$ cat config.mk
export PLATFORM = sky130hd
export DESIGN_NAME = obb_front_flat
export DESIGN_NICKNAME = d
export VERILOG_FILES = /design/src/rtl/obb_pkg.sv /design/src/rtl/obb_intf.sv /design/src/rtl/obb_front.sv /design/src/flat_wrapper.sv
export VERILOG_INCLUDE_DIRS = /design/src /design/src/rtl
export SDC_FILE = /design/constraint.sdc
export NUM_CORES = 2
export LEC_CHECK = 0
export ABC_AREA = 1
export BUFFER_PORTS_ARGS = -buffer_cell sky130_fd_sc_hd__buf_2
export CORE_UTILIZATION = 60
export CTS_BUF_LIST = sky130_fd_sc_hd__clkbuf_8
export DETAILED_ROUTE_END_ITERATION = 16
export GPL_TIMING_DRIVEN = 0
export PLACE_DENSITY_LB_ADDON = 0.1
export SYNTH_ARGS = -nofsm -noshare
export SYNTH_HDL_FRONTEND = slang
export SYNTH_SLANG_ARGS = --single-unit
$ cat constraint.sdc
create_clock -name clk_i -period 12.75 [get_ports clk_i]
set_input_delay 1.9125 -clock clk_i [delete_from_list [all_inputs] [get_ports clk_i]]
set_output_delay 1.9125 -clock clk_i [all_outputs]
set_load 0.005 [all_outputs]
$ cat src/rtl/oriented_bounding_box_macros.svh
// ----------------------------------------------------------------------------
// Oriented bounding box assertion macros
// Shared concurrent assertion forms, compiled out when SYNTH is defined.
// ----------------------------------------------------------------------------
`ifndef ORIENTED_BOUNDING_BOX_MACROS_SVH
`define ORIENTED_BOUNDING_BOX_MACROS_SVH

`ifndef SYNTH

`define OBB_ASSERT(lbl, clk, rstn, prop, msg) \
  lbl: assert property (@(posedge clk) disable iff (!rstn) (prop)) else $error(msg);

`define OBB_ASSERT_IMPL(lbl, clk, rstn, ante, cons, msg) \
  lbl: assert property (@(posedge clk) disable iff (!rstn) (ante) |-> (cons)) else $error(msg);

`define OBB_ASSERT_NEXT(lbl, clk, rstn, ante, cons, msg) \
  lbl: assert property (@(posedge clk) disable iff (!rstn) (ante) |=> (cons)) else $error(msg);

`else

`define OBB_ASSERT(lbl, clk, rstn, prop, msg)

`define OBB_ASSERT_IMPL(lbl, clk, rstn, ante, cons, msg)

`define OBB_ASSERT_NEXT(lbl, clk, rstn, ante, cons, msg)

`endif

`endif

$ cat src/rtl/obb_pkg.sv
// ----------------------------------------------------------------------------
// Oriented bounding box package
// Widths, register codes, state and status types shared by the block.
// ----------------------------------------------------------------------------
package obb_pkg;

  localparam int unsigned COORD_BITS_DEF = 12;
  localparam int unsigned TERM_W         = 16;
  localparam int unsigned OUT_W          = 19;
  localparam int unsigned ROT_EXTRA      = TERM_W + 2;
  localparam int unsigned BACK_SHIFT     = 24;
  localparam int unsigned QUEUE_DEPTH    = 2;
  localparam int unsigned CFG_IDX_W      = 1;

  localparam logic signed [TERM_W-1:0] COS_RESET = 16'sd16384;
  localparam logic signed [TERM_W-1:0] SIN_RESET = 16'sd0;

  typedef enum logic [CFG_IDX_W-1:0] {
    CFG_COS_TERM = 1'b0,
    CFG_SIN_TERM = 1'b1
  } cfg_reg_e;

  typedef enum logic [1:0] {
    CORNER_A = 2'd0,
    CORNER_B = 2'd1,
    CORNER_C = 2'd2,
    CORNER_D = 2'd3
  } corner_e;

  typedef enum logic [1:0] {
    BK_IDLE = 2'd0,
    BK_MUL  = 2'd1,
    BK_ADD  = 2'd2,
    BK_OUT  = 2'd3
  } bk_state_e;

  typedef struct packed {
    logic full;
    logic empty;
  } q_stat_t;

endpackage

$ cat src/rtl/obb_intf.sv
// ----------------------------------------------------------------------------
// Oriented bounding box channels
// Point input channel and box result channel with valid/ready handshake.
// ----------------------------------------------------------------------------
interface obb_point_if #(
  parameter int unsigned COORD_BITS = obb_pkg::COORD_BITS_DEF
);
  logic                  valid;
  logic                  ready;
  logic [COORD_BITS-1:0] point_x;
  logic [COORD_BITS-1:0] point_y;
  logic                  last_point;

  modport source (output valid, point_x, point_y, last_point, input ready);
  modport sink (input valid, point_x, point_y, last_point, output ready);
endinterface


$ cat src/rtl/obb_front.sv
// ----------------------------------------------------------------------------
// Oriented bounding box front end
// Accepts points, rotates them and tracks the rotated extremes of each set.
// ----------------------------------------------------------------------------
`include "oriented_bounding_box_macros.svh"

module obb_front #(
  parameter int unsigned COORD_BITS = obb_pkg::COORD_BITS_DEF
) (
  input  logic                                   clk_i,
  input  logic                                   rst_ni,
  obb_point_if.sink                              pt,
  input  logic signed [obb_pkg::TERM_W-1:0]      cos_term_i,
  input  logic signed [obb_pkg::TERM_W-1:0]      sin_term_i,
  input  obb_pkg::q_stat_t                       q_stat_i,
  output logic                                   push_o,
  output logic [4*(COORD_BITS+obb_pkg::ROT_EXTRA)-1:0] ext_o
);

  localparam int unsigned ROT_W  = COORD_BITS + obb_pkg::ROT_EXTRA;
  localparam int unsigned PROD_W = COORD_BITS + 1 + obb_pkg::TERM_W;

  logic signed [COORD_BITS:0] x_s, y_s;
  logic signed [PROD_W-1:0]   xc_d, ys_d, yc_d, xs_d;
  logic signed [PROD_W-1:0]   xc_q, ys_q, yc_q, xs_q;
  logic                       s1_valid_q, s1_last_q;
  logic                       s1_adv, accept;
  logic signed [ROT_W-1:0]    rx, ry;
  logic signed [ROT_W-1:0]    xmin_d, xmax_d, ymin_d, ymax_d;
  logic signed [ROT_W-1:0]    xmin_q, xmax_q, ymin_q, ymax_q;
  logic                       first_q;

  assign x_s = $signed({1'b0, pt.point_x});
  assign y_s = $signed({1'b0, pt.point_y});

  assign xc_d = PROD_W'(x_s) * PROD_W'(cos_term_i);
  assign ys_d = PROD_W'(y_s) * PROD_W'(sin_term_i);
  assign yc_d = PROD_W'(y_s) * PROD_W'(cos_term_i);
  assign xs_d = PROD_W'(x_s) * PROD_W'(sin_term_i);

  assign s1_adv   = s1_valid_q && (!s1_last_q || !q_stat_i.full);
  assign pt.ready = !s1_valid_q || s1_adv;
  assign accept   = pt.valid && pt.ready;

  always_ff @(posedge clk_i or negedge rst_ni) begin
    if (!rst_ni) begin
      s1_valid_q <= 1'b0;
    end else if (pt.ready) begin
      s1_valid_q <= pt.valid;
    end
  end

  always_ff @(posedge clk_i) begin
    if (accept) begin
      s1_last_q <= pt.last_point;
      xc_q      <= xc_d;
      ys_q      <= ys_d;
      yc_q      <= yc_d;
      xs_q      <= xs_d;
    end
  end

  assign rx = ROT_W'(xc_q) - ROT_W'(ys_q);
  assign ry = ROT_W'(yc_q) + ROT_W'(xs_q);

  always_comb begin
    if (first_q) begin
      xmin_d = rx;
      xmax_d = rx;
      ymin_d = ry;
      ymax_d = ry;
    end else begin
      xmin_d = (rx < xmin_q) ? rx : xmin_q;
      xmax_d = (rx > xmax_q) ? rx : xmax_q;
      ymin_d = (ry < ymin_q) ? ry : ymin_q;
      ymax_d = (ry > ymax_q) ? ry : ymax_q;
    end
  end

  always_ff @(posedge clk_i or negedge rst_ni) begin
    if (!rst_ni) begin
      first_q <= 1'b1;
    end else if (s1_adv) begin
      first_q <= s1_last_q;
    end
  end

  always_ff @(posedge clk_i) begin
    if (s1_adv) begin
      xmin_q <= xmin_d;
      xmax_q <= xmax_d;
      ymin_q <= ymin_d;
      ymax_q <= ymax_d;
    end
  end

  assign push_o = s1_valid_q && s1_last_q && !q_stat_i.full;
  assign ext_o  = {xmin_d, xmax_d, ymin_d, ymax_d};

  `OBB_ASSERT_IMPL(a_front_stall_cause, clk_i, rst_ni, s1_valid_q && !pt.ready,
                   s1_last_q && q_stat_i.full, "front stalled without a full queue")
  `OBB_ASSERT_IMPL(a_front_push_last, clk_i, rst_ni, push_o, s1_adv && s1_last_q,
                   "extremes pushed without a last point leaving stage one")

endmodule

$ cat src/flat_wrapper.sv
// flat-port wrapper written by rule: the top's interface ports become plain ports
module obb_front_flat 
#(
  parameter int unsigned COORD_BITS = obb_pkg::COORD_BITS_DEF
)
  (clk_i, rst_ni, cos_term_i, sin_term_i, q_stat_i, push_o, ext_o, pt_valid, pt_point_x, pt_point_y, pt_last_point, pt_ready);
  obb_point_if #(.COORD_BITS(COORD_BITS)) pt_i ();
  input  logic clk_i;
  input  logic rst_ni;
  input  logic signed [obb_pkg::TERM_W-1:0] cos_term_i;
  input  logic signed [obb_pkg::TERM_W-1:0] sin_term_i;
  input  obb_pkg::q_stat_t q_stat_i;
  output logic push_o;
  output logic [4*(COORD_BITS+obb_pkg::ROT_EXTRA)-1:0] ext_o;
  input wire logic [$bits(pt_i.valid)-1:0] pt_valid;
  input wire logic [$bits(pt_i.point_x)-1:0] pt_point_x;
  input wire logic [$bits(pt_i.point_y)-1:0] pt_point_y;
  input wire logic [$bits(pt_i.last_point)-1:0] pt_last_point;
  output wire logic [$bits(pt_i.ready)-1:0] pt_ready;
  assign pt_i.valid = pt_valid;
  assign pt_i.point_x = pt_point_x;
  assign pt_i.point_y = pt_point_y;
  assign pt_i.last_point = pt_last_point;
  assign pt_ready = pt_i.ready;
  obb_front #(.COORD_BITS(COORD_BITS)) u_core (.clk_i(clk_i), .rst_ni(rst_ni), .pt(pt_i), .cos_term_i(cos_term_i), .sin_term_i(sin_term_i), .q_stat_i(q_stat_i), .push_o(push_o), .ext_o(ext_o));
endmodule
==> run metrics <==
gr ovfl total=0; I/O pins=184; EDFF count, synth=approximately 240; DR iter-0 viols=2962; post-synth top area cell=fa_1; Post-synth ARST share=0.837%; clock slew at reported path FFs=0.06 ns; Layout Utilization=about two thirds; Unique masters post-synth=43; Initial Util=60.8%; area delta synth->final=6.88%; clock sink count=239; DRC errors left=0; GRT Resource Usage Total=35.5%; post-synth top area share=30.9%; class of the worst hold path=reg -> reg; Final period util=a little under three fifths; Clock Tree Buf Depth=3; vias after detailed routing=between 30000 and 40000; max layer used=met5; cells after synthesis=5973; setup bufs post-CTS=0; Max Cap Viol=0; DIE WIDTH=280 um; Synth Register Bits=239; final hold viol count=0; clk_lat worst skew=0.63 ns; PortBufs=182; CTS buffer count=44; crit-path max FO=10; vias in the first global route=39300; Worst slew margin=18.7%; Pins Over Slew Limit=0; Synth Flop Type=edfxtp_1; wire length on met2=63100 um; crit start category=input port; synthesized area=46300 um^2; core area=76100 um^2; CP endpoint kind=flip-flop; Metal-1 WL=55500 um; CTS tree=built; total nets after synthesis=7193; share of post-route cells with drive strength above 1=4.75%; Wirelength per Cell=about 19 um; Final Setup Violations=0; syn_area_per_cell=7.75 um^2; Req. time, crit path=13.11 ns; initial antenna violation count=5; sequential element share of the synthesized area=15.5%; Chip Height=280 um; met3 WL=11300 um; RSZ-0062 raised after global routing=no; HPWL after detailed placement=115000 um; drt pass-1 iters=8; status=completed; vias per inst=between 5 and 6; H-tree depth=2; routed wire length=136000 um; FP Rows=between 100 and 150; largest net degree at the start of global routing=62; die area=78300 um^2; Synth area leaders=fa_1 (31%), edfxtp_1 (15%), inv_1 (14%), nand2_1 (13%), ha_1 (12%); Least-Margin Pin Slew=about 1.2 ns; first-pass GRT wire length=approximately 210000 um; skew final=0.0481 ns; Period minus WS final=7.32 ns; number of synthesis warnings=0; Root Buffer=clkbuf_8; Arr. time, crit path=7.68 ns; Antenna Nets Post-Route=0; post-cts sizing count=0; Hold Buf Count CTS=0; CP Class=in -> reg; Nets=approximately 7400; max frequency=between 100 and 150 MHz; final hold slack=0.571 ns; gpl congestion=a little over 1
==> flip-flops by register name (all words and copies together), names as in the netlist <==
name / flops
u_core.ymax_q: 30
u_core.s1_valid_q: 1
u_core.ymin_q: 30
u_core.s1_last_q: 1
u_core.xs_q: 29
u_core.xc_q: 29
u_core.yc_q: 29
u_core.xmin_q: 30
u_core.xmax_q: 30
u_core.first_q: 1
u_core.ys_q: 29
==> cell type report <==
| cell class | count | area [um^2] |
|---|---|---|
| Fill cell | 6868 | 26600 |
| Tap cell | 1030 | 1290 |
| Clock inverter | 31 | 225 |
| Inverter | 1715 | 6440 |
| Sequential cell | 239 | 7170 |
| Multi-Input combinational cell | 3840 | 32000 |
| Timing Repair Buffer | 187 | 1030 |
| Antenna cell | 2 | 5.00 |
| Clock buffer | 45 | 619 |
| Buffer | 179 | 736 |
==> worst max-delay path, cell delays in order <==
cell      delay, ns
buf_2          0.15
clkbuf_1       0.86
nand2_1        0.35
fa_1           0.57
fa_1           0.78
inv_1          0.15
fa_1           0.49
fa_1           0.54
inv_1          0.05
fa_1           0.47
inv_1          0.04
ha_1           0.35
nand2_1        0.15
nor4_1         0.43
nand3_1        0.14
nand3_1        0.15
xor2_1         0.08
==> kinds of logic (layout without fill, tap and decap cells) <==
logic type | count (synthesis) | after routing | share of synthesized area [%]
adders and majority gates | 1158 | 1158 | 42.9
xor gates and xnor gates | 145 | 145 | 2.78
DFF | 239 | 239 | 15.5
other | 0 | 2 | 0
AOI/OAI and AO/OA | 394 | 394 | 4.72
buffers and inverters | 1894 | 2157 | 15.5
and+or+nand+nor | 2143 | 2143 | 18.6
==> worst paths after layout <==
check                                       start           endpoint  slack (ns)  cells past startpoint
worst max-delay path                pt_point_x[3]    u_core.xc_q[26]        5.43                     17
worst min-delay path            u_core.s1_valid_q  u_core.s1_valid_q        0.57                      2
worst max register to register     u_core.xs_q[0]  u_core.ymax_q[11]        8.40                     23
worst min register to register  u_core.s1_valid_q  u_core.s1_valid_q        0.57                      2
max in group asynchronous                  rst_ni     u_core.first_q       11.51                      1
min in group asynchronous                  rst_ni  u_core.s1_valid_q        1.05                      1
==> per-layer routing <==
layer	vias up	GRT usage, %
li1	18200	-
met1	18900	46.3
met2	1515	59.1
met3	312	6.23
met4	4	13.7
met5	-	0
==> per-stage QoR <==
stage          std cells  instance area (um^2)  setup WS (ns)  TNS, ns
2_1_floorplan       5973                 46300           3.01        0
3_3_place_gp        7185                 48500         -0.318   -0.318
3_5_place_dp        7190                 48600           5.02        0
4_1_cts             7266                 49500           5.65        0
5_1_grt             7267                 49500           5.23        0
6_report            7268                 49500           5.43        0
==> Yosys cell counts, types with 2 or more instances <==
cell type	number
a21boi_0	10
nand3_1	163
a21oi_1	206
o21ai_2	4
nand2_1	1595
a221oi_1	2
fa_1	714
a21oi_2	2
nand3b_1	4
nor2_1	219
a21o_1	26
xnor2_1	56
xor2_1	87
a21boi_1	2
buf_4	3
nor3_1	47
edfxtp_1	237
nand4_1	94
clkbuf_1	149
xor2_2	2
o21bai_1	17
o21ai_1	8
or2_2	3
nor4_1	7
o211ai_1	3
nand3_2	2
ha_1	444
o21a_1	5
buf_2	24
nor3b_1	3
buf_6	3
o21ai_0	93
a31oi_1	14
nand2b_1	2
nand2_2	2
inv_1	1714
==> cells in the final DEF (no fill, tap or decap), types with 3 or more instances in the layout <==
cell | synthesis | routed
nor4_1 | 7 | 7
clkinv_1 | 1 | 12
bufinv_16 | 0 | 3
o21a_1 | 5 | 5
fa_1 | 714 | 714
buf_4 | 3 | 3
or2_2 | 3 | 3
nor2_1 | 219 | 219
buf_6 | 3 | 3
nand3b_1 | 4 | 4
a21boi_0 | 10 | 9
a21oi_1 | 206 | 206
nor3_1 | 47 | 47
o21ai_2 | 4 | 4
o21bai_1 | 17 | 17
o21ai_0 | 93 | 93
nand2_1 | 1595 | 1595
inv_1 | 1714 | 1719
ha_1 | 444 | 444
o211ai_1 | 3 | 3
nor3b_1 | 3 | 3
buf_16 | 0 | 3
a31oi_1 | 14 | 14
a21o_1 | 26 | 26
clkinv_2 | 0 | 8
edfxtp_1 | 237 | 237
xor2_1 | 87 | 87
clkbuf_8 | 0 | 45
nand3_1 | 163 | 163
clkbuf_1 | 149 | 149
xnor2_1 | 56 | 56
buf_2 | 24 | 206
nand4_1 | 94 | 94
o21ai_1 | 8 | 8
Power is left out: the tool's default activity adds up to more than one toggle a clock period on the data nets, which glitch-free logic cannot reach.
