## src/rtl/oriented_bounding_box_macros.svh

```systemverilog
// ----------------------------------------------------------------------------
// Oriented bounding box assertion macros
// Shared concurrent assertion forms, compiled out when SYNTH is defined.
// ----------------------------------------------------------------------------
`ifndef ORIENTED_BOUNDING_BOX_MACROS_SVH
`define ORIENTED_BOUNDING_BOX_MACROS_SVH

`ifndef SYNTH

`define OBB_ASSERT(lbl, clk, rstn, prop, msg) \
  lbl: assert property (@(posedge clk) disable iff (!rstn) (prop)) else $error(msg);

`define OBB_ASSERT_IMPL(lbl, clk, rstn, ante, cons, msg) \
  lbl: assert property (@(posedge clk) disable iff (!rstn) (ante) |-> (cons)) else $error(msg);

`define OBB_ASSERT_NEXT(lbl, clk, rstn, ante, cons, msg) \
  lbl: assert property (@(posedge clk) disable iff (!rstn) (ante) |=> (cons)) else $error(msg);

`else

`define OBB_ASSERT(lbl, clk, rstn, prop, msg)

`define OBB_ASSERT_IMPL(lbl, clk, rstn, ante, cons, msg)

`define OBB_ASSERT_NEXT(lbl, clk, rstn, ante, cons, msg)

`endif

`endif

```

## src/rtl/obb_pkg.sv

```systemverilog
// ----------------------------------------------------------------------------
// Oriented bounding box package
// Widths, register codes, state and status types shared by the block.
// ----------------------------------------------------------------------------
package obb_pkg;

  localparam int unsigned COORD_BITS_DEF = 12;
  localparam int unsigned TERM_W         = 16;
  localparam int unsigned OUT_W          = 19;
  localparam int unsigned ROT_EXTRA      = TERM_W + 2;
  localparam int unsigned BACK_SHIFT     = 24;
  localparam int unsigned QUEUE_DEPTH    = 2;
  localparam int unsigned CFG_IDX_W      = 1;

  localparam logic signed [TERM_W-1:0] COS_RESET = 16'sd16384;
  localparam logic signed [TERM_W-1:0] SIN_RESET = 16'sd0;

  typedef enum logic [CFG_IDX_W-1:0] {
    CFG_COS_TERM = 1'b0,
    CFG_SIN_TERM = 1'b1
  } cfg_reg_e;

  typedef enum logic [1:0] {
    CORNER_A = 2'd0,
    CORNER_B = 2'd1,
    CORNER_C = 2'd2,
    CORNER_D = 2'd3
  } corner_e;

  typedef enum logic [1:0] {
    BK_IDLE = 2'd0,
    BK_MUL  = 2'd1,
    BK_ADD  = 2'd2,
    BK_OUT  = 2'd3
  } bk_state_e;

  typedef struct packed {
    logic full;
    logic empty;
  } q_stat_t;

endpackage

```

## src/rtl/obb_queue.sv

```systemverilog
// ----------------------------------------------------------------------------
// Oriented bounding box set queue
// Short queue of finished set extremes between front end and back end.
// ----------------------------------------------------------------------------
`include "oriented_bounding_box_macros.svh"

module obb_queue #(
  parameter int unsigned WIDTH = 4 * (obb_pkg::COORD_BITS_DEF + obb_pkg::ROT_EXTRA)
) (
  input  logic             clk_i,
  input  logic             rst_ni,
  input  logic             push_i,
  input  logic [WIDTH-1:0] data_i,
  input  logic             pop_i,
  output logic [WIDTH-1:0] data_o,
  output obb_pkg::q_stat_t stat_o
);

  localparam int unsigned DEPTH = obb_pkg::QUEUE_DEPTH;
  localparam int unsigned PTR_W = (DEPTH > 1) ? $clog2(DEPTH) : 1;
  localparam int unsigned CNT_W = $clog2(DEPTH + 1);

  logic [WIDTH-1:0] mem_q [DEPTH];
  logic [PTR_W-1:0] wr_ptr_q, rd_ptr_q;
  logic [CNT_W-1:0] cnt_q;

  function automatic logic [PTR_W-1:0] ptr_next(input logic [PTR_W-1:0] p);
    return (p == PTR_W'(DEPTH - 1)) ? '0 : p + PTR_W'(1);
  endfunction

  assign stat_o.full  = (cnt_q == CNT_W'(DEPTH));
  assign stat_o.empty = (cnt_q == '0);
  assign data_o       = mem_q[rd_ptr_q];

  always_ff @(posedge clk_i or negedge rst_ni) begin
    if (!rst_ni) begin
      wr_ptr_q <= '0;
      rd_ptr_q <= '0;
      cnt_q    <= '0;
    end else begin
      if (push_i) begin
        wr_ptr_q <= ptr_next(wr_ptr_q);
      end
      if (pop_i) begin
        rd_ptr_q <= ptr_next(rd_ptr_q);
      end
      if (push_i && !pop_i) begin
        cnt_q <= cnt_q + CNT_W'(1);
      end else if (pop_i && !push_i) begin
        cnt_q <= cnt_q - CNT_W'(1);
      end
    end
  end

  always_ff @(posedge clk_i) begin
    if (push_i) begin
      mem_q[wr_ptr_q] <= data_i;
    end
  end

  `OBB_ASSERT_IMPL(a_q_no_overflow, clk_i, rst_ni, push_i, !stat_o.full,
                   "push into a full queue")
  `OBB_ASSERT_IMPL(a_q_no_underflow, clk_i, rst_ni, pop_i, !stat_o.empty,
                   "pop from an empty queue")
  `OBB_ASSERT(a_q_count_range, clk_i, rst_ni, cnt_q <= CNT_W'(DEPTH),
              "queue count out of range")

endmodule

```

## config.mk

```make
export PLATFORM = sky130hd
export DESIGN_NAME = obb_queue
export DESIGN_NICKNAME = d
export VERILOG_FILES = /design/src/rtl/obb_pkg.sv /design/src/rtl/obb_queue.sv
export VERILOG_INCLUDE_DIRS = /design/src /design/src/rtl
export SDC_FILE = /design/constraint.sdc
export NUM_CORES = 1
export LEC_CHECK = 0
export BUFFER_PORTS_ARGS = -buffer_cell sky130_fd_sc_hd__buf_2
export CAP_MARGIN = 40
export CELL_PAD_IN_SITES_DETAIL_PLACEMENT = 0
export CELL_PAD_IN_SITES_GLOBAL_PLACEMENT = 1
export CORE_UTILIZATION = 40
export DETAILED_ROUTE_END_ITERATION = 7
export HOLD_SLACK_MARGIN = 0.02
export PLACE_DENSITY = 0.79
export SLEW_MARGIN = 20
export SYNTH_ARGS = -nofsm -noshare
export SYNTH_HDL_FRONTEND = slang
export SYNTH_SLANG_ARGS = --single-unit
```

## constraint.sdc

```tcl
create_clock -name clk_i -period 6.8 [get_ports clk_i]
set_input_delay 0.68 -clock clk_i [delete_from_list [all_inputs] [get_ports clk_i]]
set_output_delay 0.68 -clock clk_i [all_outputs]
set_load 0.005 [all_outputs]
```

==> impl_metrics.py, run 1 <==
metrics = {
    "synth": {
        "yosys.area.top_type": "edfxtp_1",
        "synth.mux.area_fraction_pct": 15.2,
        "synth_fa_ha_area_share_pct": 0.141,
        "yosysMostFrequentCell": "edfxtp_1",
        "synthTopCellsByCount": "edfxtp_1, mux2_2, buf_6",
        "ys_warn_count": 0,
        "synth_fp_nets": 514,
        "synthXorXnorAreaFrac_pct": 0.494,
        "syn_inst": 389,
        "synth-async-reset-ratio_pct": 1.64,
        "synth_top_family_by_area": "multiplexers",
        "synth-main-ff-cell": "edfxtp_1",
        "synth_seq_cells": 244,
        "synth_area_leaders": "edfxtp_1, mux2_2, buf_6, dfrtp_1, xor2_1",
        "synth_edf_count": 240,
        "synth_seq_area_share_pct": 82.4,
        "synth_compound_area_share_pct": 0,
        "yosys.area_share.simple_pct": 0.296,
        "syn_area_sq_mm": 0.00887,
        "synth_area_per_cell_sq_um": 22.8,
        "yosysTopAreaCellShare_pct": 81.3,
        "ys_types": 13,
    },
    "clock_network": {
        "worstSkewPairLatency_ps": 510,
        "cts.clk_slew.worst_paths_ps": 60,
        "clockRootBuffer": "clkbuf_16",
        "clockBufferDepth": 3,
        "post_cts_buffers": 0,
        "cts_tree": "done",
        "clock_sinks": 244,
        "htree_levels": 1,
        "cts-buffers-inserted": 25,
    },
    "setup_path": {
        "start_kind": "register",
        "cp_data_required_time_ps": 6120,
        "worstPathMaxFanout": 59,
        "worstPathArrival_ps": 2730,
        "worst_setup_path_end_kind": "primary output",
        "crit_type": "reg -> out",
    },
    "placed_design": {
        "gp_congestion": 0.720,
        "pre_cts_slack_ps": 3760,
        "io_buffer_count": 245,
        "dp_hpwl_um": 10700,
    },
    "die": {
        "die_h_um": 151,
        "die_x_um": 151,
        "start_util_pct": 40.8,
        "dieArea_sq_mm": 0.0228,
        "core_sq_mm": 0.0218,
        "pin_count": 246,
        "fp-row-count": 54,
    },
    "power": {
        "p_leak_nw": 4.18,
        "cellPowerDensity_mw_per_mm2": 395,
        "vdd_ir_drop_max_mv": 0.253,
        "fin_total_pwr_w": 0.00440,
    },
    "finish": {
        "final_nets": 782,
        "multiInputGateArea_sq_mm": 0.00144,
        "final_util_pct": 51.2,
        "drive_above_1_share_pct": 60.7,
        "syn2layout_area_growth_pct": 25.7,
        "seqCellArea_sq_mm": 0.00731,
        "fillers": 1786,
    },
    "timing": {
        "finalCritPeriodShare_pct": 50.2,
        "finalClockSkew_ps": 4.05,
        "hold_viol": 0,
        "tns_ps": 0,
        "final_max_slew_viol_count": 0,
        "fin_ws_ps": 3390,
        "holdWs_ps": 352,
        "max_freq_mhz": 293,
        "rsz0062_at_grt": "false",
        "setup_viol": 0,
        "relSlewSlack_pct": 48.2,
        "worst_pin_slew_ps": 777,
        "min_period_ps": 3410,
    },
    "route": {
        "routed_wl_um": 16300,
        "routed.top_layer": "met5",
        "detail-route-antenna-nets": 0,
        "drtPass1Iterations": 4,
        "wl_met2_um": 8330,
        "vias": 4474,
        "via_per_inst": 4.72,
        "wl_per_cell_um": 17.2,
        "wl_met1_um": 6050,
        "met3WireLength_um": 1440,
        "drc": 0,
        "drt_iter0_markers": 151,
    },
    "global_route": {
        "grt_max_degree": 65,
        "grt.total_usage_pct": 13.8,
        "grt_pass1_wl_um": 23900,
        "grt_overflow_total": 0,
        "antenna_found_initial": 2,
        "first_global_vias": 4772,
    },
    "status": {
        "status": "finished, final reports clean",
    },
    "min_path": {
        "min_path_type": "in -> reg",
    },
    "job": {
        "drv_cap": 0,
    },
}
-- state kept, by name (all words and copies together), names as in the netlist --
register	flops
cnt_q	2
mem_q	240
rd_ptr_q	1
wr_ptr_q	1
-- layout by cell type (no fill, tap or decap), types with 2 or more instances in the layout --
cell type  instances
nor2_1             2
buf_12             3
clkbuf_1           7
mux2_2           120
clkbuf_16         25
dfrtp_1            3
buf_4              4
edfxtp_1         240
buf_2            245
clkinv_2           3
xor2_1             4
-- per-layer routing --
metal,vias up,global-route usage [%]
met4,2,5.25
met3,40,4.76
li1,2080,-
met2,166,24.7
met5,-,0
met1,2186,14.9
-- critical path, stage by stage, from the launching register on --
cell and delay [ps]:
dfrtp_4 910, buf_4 440, buf_12 280, mux2_2 380
buf_2 140
-- through the flow --
stage | instance area [sq um] | instances
2_1_floorplan | 8870 | 389
3_3_place_gp | 10400 | 905
3_5_place_dp | 10400 | 905
4_1_cts | 11100 | 943
5_1_grt | 11100 | 948
6_report | 11100 | 948
-- what timing repair did --
action / in CTS / in global routing
gates resized for setup: 0 / 0
endpoints found under the hold margin: 4 / 0
hold buffers: 1 / 0
-- where the power goes --
part	internal [W]	leakage (nW)	switching, W
Combinational	0.000596	1.55	0.000514
Clock	0.000665	0.334	0.000501
Sequential	0.00200	2.30	0.000131
Total	0.00326	4.18	0.00115
-- logic make-up (layout without fill, tap and decap cells) --
kind of cell,count (synthesis),count (layout)
xor gates and xnor gates,5,5
other,0,1
buffers and inverters,14,292
and+or+nand+nor,5,5
muxes,120,120
adders and majority gates,1,1
DFF,244,244
-- layout make-up --
cell class / instances / area share, %
well taps: 280 / 3.14
inverters: 1 / 0.0337
repair buffers: 254 / 12.1
multi-input cells: 131 / 13.0
diodes: 1 / 0.0225
clock inverters: 5 / 0.247
flip-flops and latches: 244 / 65.6
clock buffers: 32 / 5.85
-- path summary, 6_finish.rpt --
| path | startpoint | end | slack (ps) | cells after the start |
|---|---|---|---|---|
| setup / recovery | rd_ptr_q$_DFFE_PN0P_ | data_o[24] | 3390 | 4 |
| hold / removal | data_i[87] | mem_q[1][87]$_DFFE_PP_ | 350 | 1 |
| setup reg to reg | rd_ptr_q$_DFFE_PN0P_ | rd_ptr_q$_DFFE_PN0P_ | 4870 | 3 |
| hold reg to reg | cnt_q[1]$_DFFE_PN0P_ | cnt_q[1]$_DFFE_PN0P_ | 480 | 1 |
| max in group asynchronous | rst_ni | rd_ptr_q$_DFFE_PN0P_ | 6150 | 2 |
| min in group asynchronous | rst_ni | cnt_q[0]$_DFFE_PN0P_ | 510 | 2 |
(Power assumes the default switching activity.)
==> run 2: changes to the inputs <==
- PLACE_DENSITY: 0.79 -> 0.82
- clock period: 6.8 -> 2.9 ns (I/O delays scaled with it)
==> impl_metrics.py, run 2 (synthesis gave the netlist of run 1 again) <==
metrics = {
    "timing": {
        "hold_viol": 0,
        "tns_ps": 0,
        "finalClockSkew_ps": 13.1,
        "worst_pin_slew_ps": 797,
        "final_max_slew_viol_count": 0,
        "setup_viol": 0,
        "max_freq_mhz": 430,
        "min_period_ps": 2320,
        "relSlewSlack_pct": 46.9,
        "rsz0062_at_grt": "false",
        "finalCritPeriodShare_pct": 80.1,
    },
    "setup_path": {
        "worst_setup_path_end_kind": "primary output",
        "cp-startpoint": "rd_ptr_q$_DFFE_PN0P_",
        "crit_chain": "buf_4 -> mux2_2 -> buf_2",
        "worstPathMaxFanout": 49,
        "r2r_slack_ps": 1280,
        "r2r-end": "mem_q[1][96]$_DFFE_PP_",
        "start_kind": "register",
        "worst_r2r_startpoint": "wr_ptr_q$_DFFE_PN0P_",
        "crit_path_end": "data_o[7]",
        "critPathMaxStageDelay_ps": 520,
        "crit_type": "reg -> out",
        "rr_worst_depth": 2,
        "crit_slowest_cell": "buf_4",
        "worstPathArrival_ps": 2030,
        "cp_data_required_time_ps": 2610,
    },
    "finish": {
        "drive_above_1_share_pct": 51.4,
        "top_register": "mem_q",
        "final_nets": 901,
        "syn2layout_area_growth_pct": 39.6,
        "top_regs": "mem_q: 240 flops, cnt_q: 2 flops",
        "layout_common_cells": "buf_2, edfxtp_1, dlygate4sd3_1",
        "fin_cells": 1075,
        "seqCellArea_sq_mm": 0.00731,
        "fillers": 1673,
        "largest_reg_flops": 240,
        "mostFrequentLayoutCell": "buf_2",
        "multiInputGateArea_sq_mm": 0.00144,
    },
    "power": {
        "p_leak_nw": 4.69,
        "vdd_ir_drop_max_mv": 0.513,
        "cellPowerDensity_mw_per_mm2": 857,
        "fin_total_pwr_w": 0.0106,
    },
    "route": {
        "drtPass1Iterations": 4,
        "drc": 0,
        "wl_per_cell_um": 16.9,
        "drt_iter0_markers": 167,
        "detail-route-antenna-nets": 0,
        "routed_wl_um": 18100,
        "vias": 4977,
        "via_per_inst": 4.63,
    },
    "status": {
        "status": "finished, final reports clean",
    },
    "placed_design": {
        "dp_hpwl_um": 10400,
        "gp_congestion": 0.721,
        "dp.cells": 907,
        "io_buffer_count": 245,
    },
    "die": {
        "die_h_um": 151,
        "dieArea_sq_mm": 0.0228,
        "start_util_pct": 40.8,
        "core_sq_mm": 0.0218,
        "fp-row-count": 54,
        "die_x_um": 151,
        "pin_count": 246,
    },
    "global_route": {
        "grt_pass1_wl_um": 26600,
        "antenna_found_initial": 0,
        "grt_overflow_total": 0,
        "grt_max_degree": 121,
        "first_global_vias": 5367,
        "grt.total_usage_pct": 15.2,
    },
    "clock_network": {
        "worstSkewPairLatency_ps": 500,
        "clockRootBuffer": "clkbuf_16",
        "ctsResizeCount": 0,
        "clockBufferDepth": 3,
        "cts-buffers-inserted": 24,
        "clock_sinks": 244,
        "post_cts_buffers": 0,
        "cts.clk_slew.worst_paths_ps": 60,
        "cts_tree": "done",
        "htree_levels": 1,
    },
    "job": {
        "drv_cap": 0,
    },
    "min_path": {
        "min_path_type": "in -> async",
    },
}
==> run 2: changes by cell type in the layout (fill, tap and decap cells not counted) <==
cell | before | now
clkinv_1 | 1 | 6
bufinv_16 | 0 | 1
clkinv_2 | 3 | 5
clkbuf_1 | 7 | 4
buf_16 | 1 | 0
dlygate4sd3_1 | 1 | 123
inv_6 | 1 | 0
buf_12 | 3 | 2
clkinvlp_4 | 0 | 3
==> run 2: critical path, delay by kind of cell (launching register included) <==
kind                   cells  cell delay [ps]
buffers and inverters      2              650
DFF                        1              420
muxes                      1              430
==> run 2: where the power goes <==
part | switching (W) | internal (W)
Sequential | 0.000165 | 0.00469
Combinational | 0.00140 | 0.00147
Clock | 0.00123 | 0.00166
Total | 0.00280 | 0.00782
==> run 2: worst min path at each step <==
| stage | from | to | slack [ps] | cells after the start |
|---|---|---|---|---|
| finish | rst_ni | rd_ptr_q$_DFFE_PN0P_ | 130 | 2 |
| global route | rst_ni | cnt_q[0]$_DFFE_PN0P_ | 120 | 2 |
| CTS | rst_ni | cnt_q[0]$_DFFE_PN0P_ | 120 | 2 |
| detailed placement | rst_ni | rd_ptr_q$_DFFE_PN0P_ | 100 | 1 |
| global placement | rst_ni | rd_ptr_q$_DFFE_PN0P_ | 100 | 1 |
| floorplan | rst_ni | cnt_q[0]$_DFFE_PN0P_ | -6 | 0 |
==> run 2: area by class of cell <==
class	count	share of cell area, %
multi-input cells	131	11.7
clock buffers	29	5.17
flip-flops and latches	244	59.1
inverters	1	0.0303
clock inverters	15	0.809
repair buffers	374	20.4
well taps	280	2.83
diodes	1	0.0202
==> run 2: timing repair <==
| item | CTS | global route |
|---|---|---|
| hold endpoints to repair | 246 | 0 |
| hold buffers | 123 | 0 |
| endpoints found under the setup margin | 0 | 0 |
==> run 2: metrics by stage <==
step / hold WS [ps] / setup slack (ps) / cell area [sq um] / utilization [%]
floorplan: -5.59 / 272 / 8880 / -
global placement: 96.1 / 1130 / 10400 / 47.8
detailed placement: 99.6 / 1100 / 10400 / 47.8
CTS: 117 / 544 / 12400 / 56.9
global route: 119 / 475 / 12400 / 56.9
finish: 132 / 576 / 12400 / 56.9
==> run 2: metal layers <==
layer,up-vias,track usage [%],part of all wire (%)
met2,177,28.5,53
met1,2442,16.3,38
met4,0,5.30,2.1
li1,2325,-,-
met5,-,0,0
met3,33,3.89,6.6
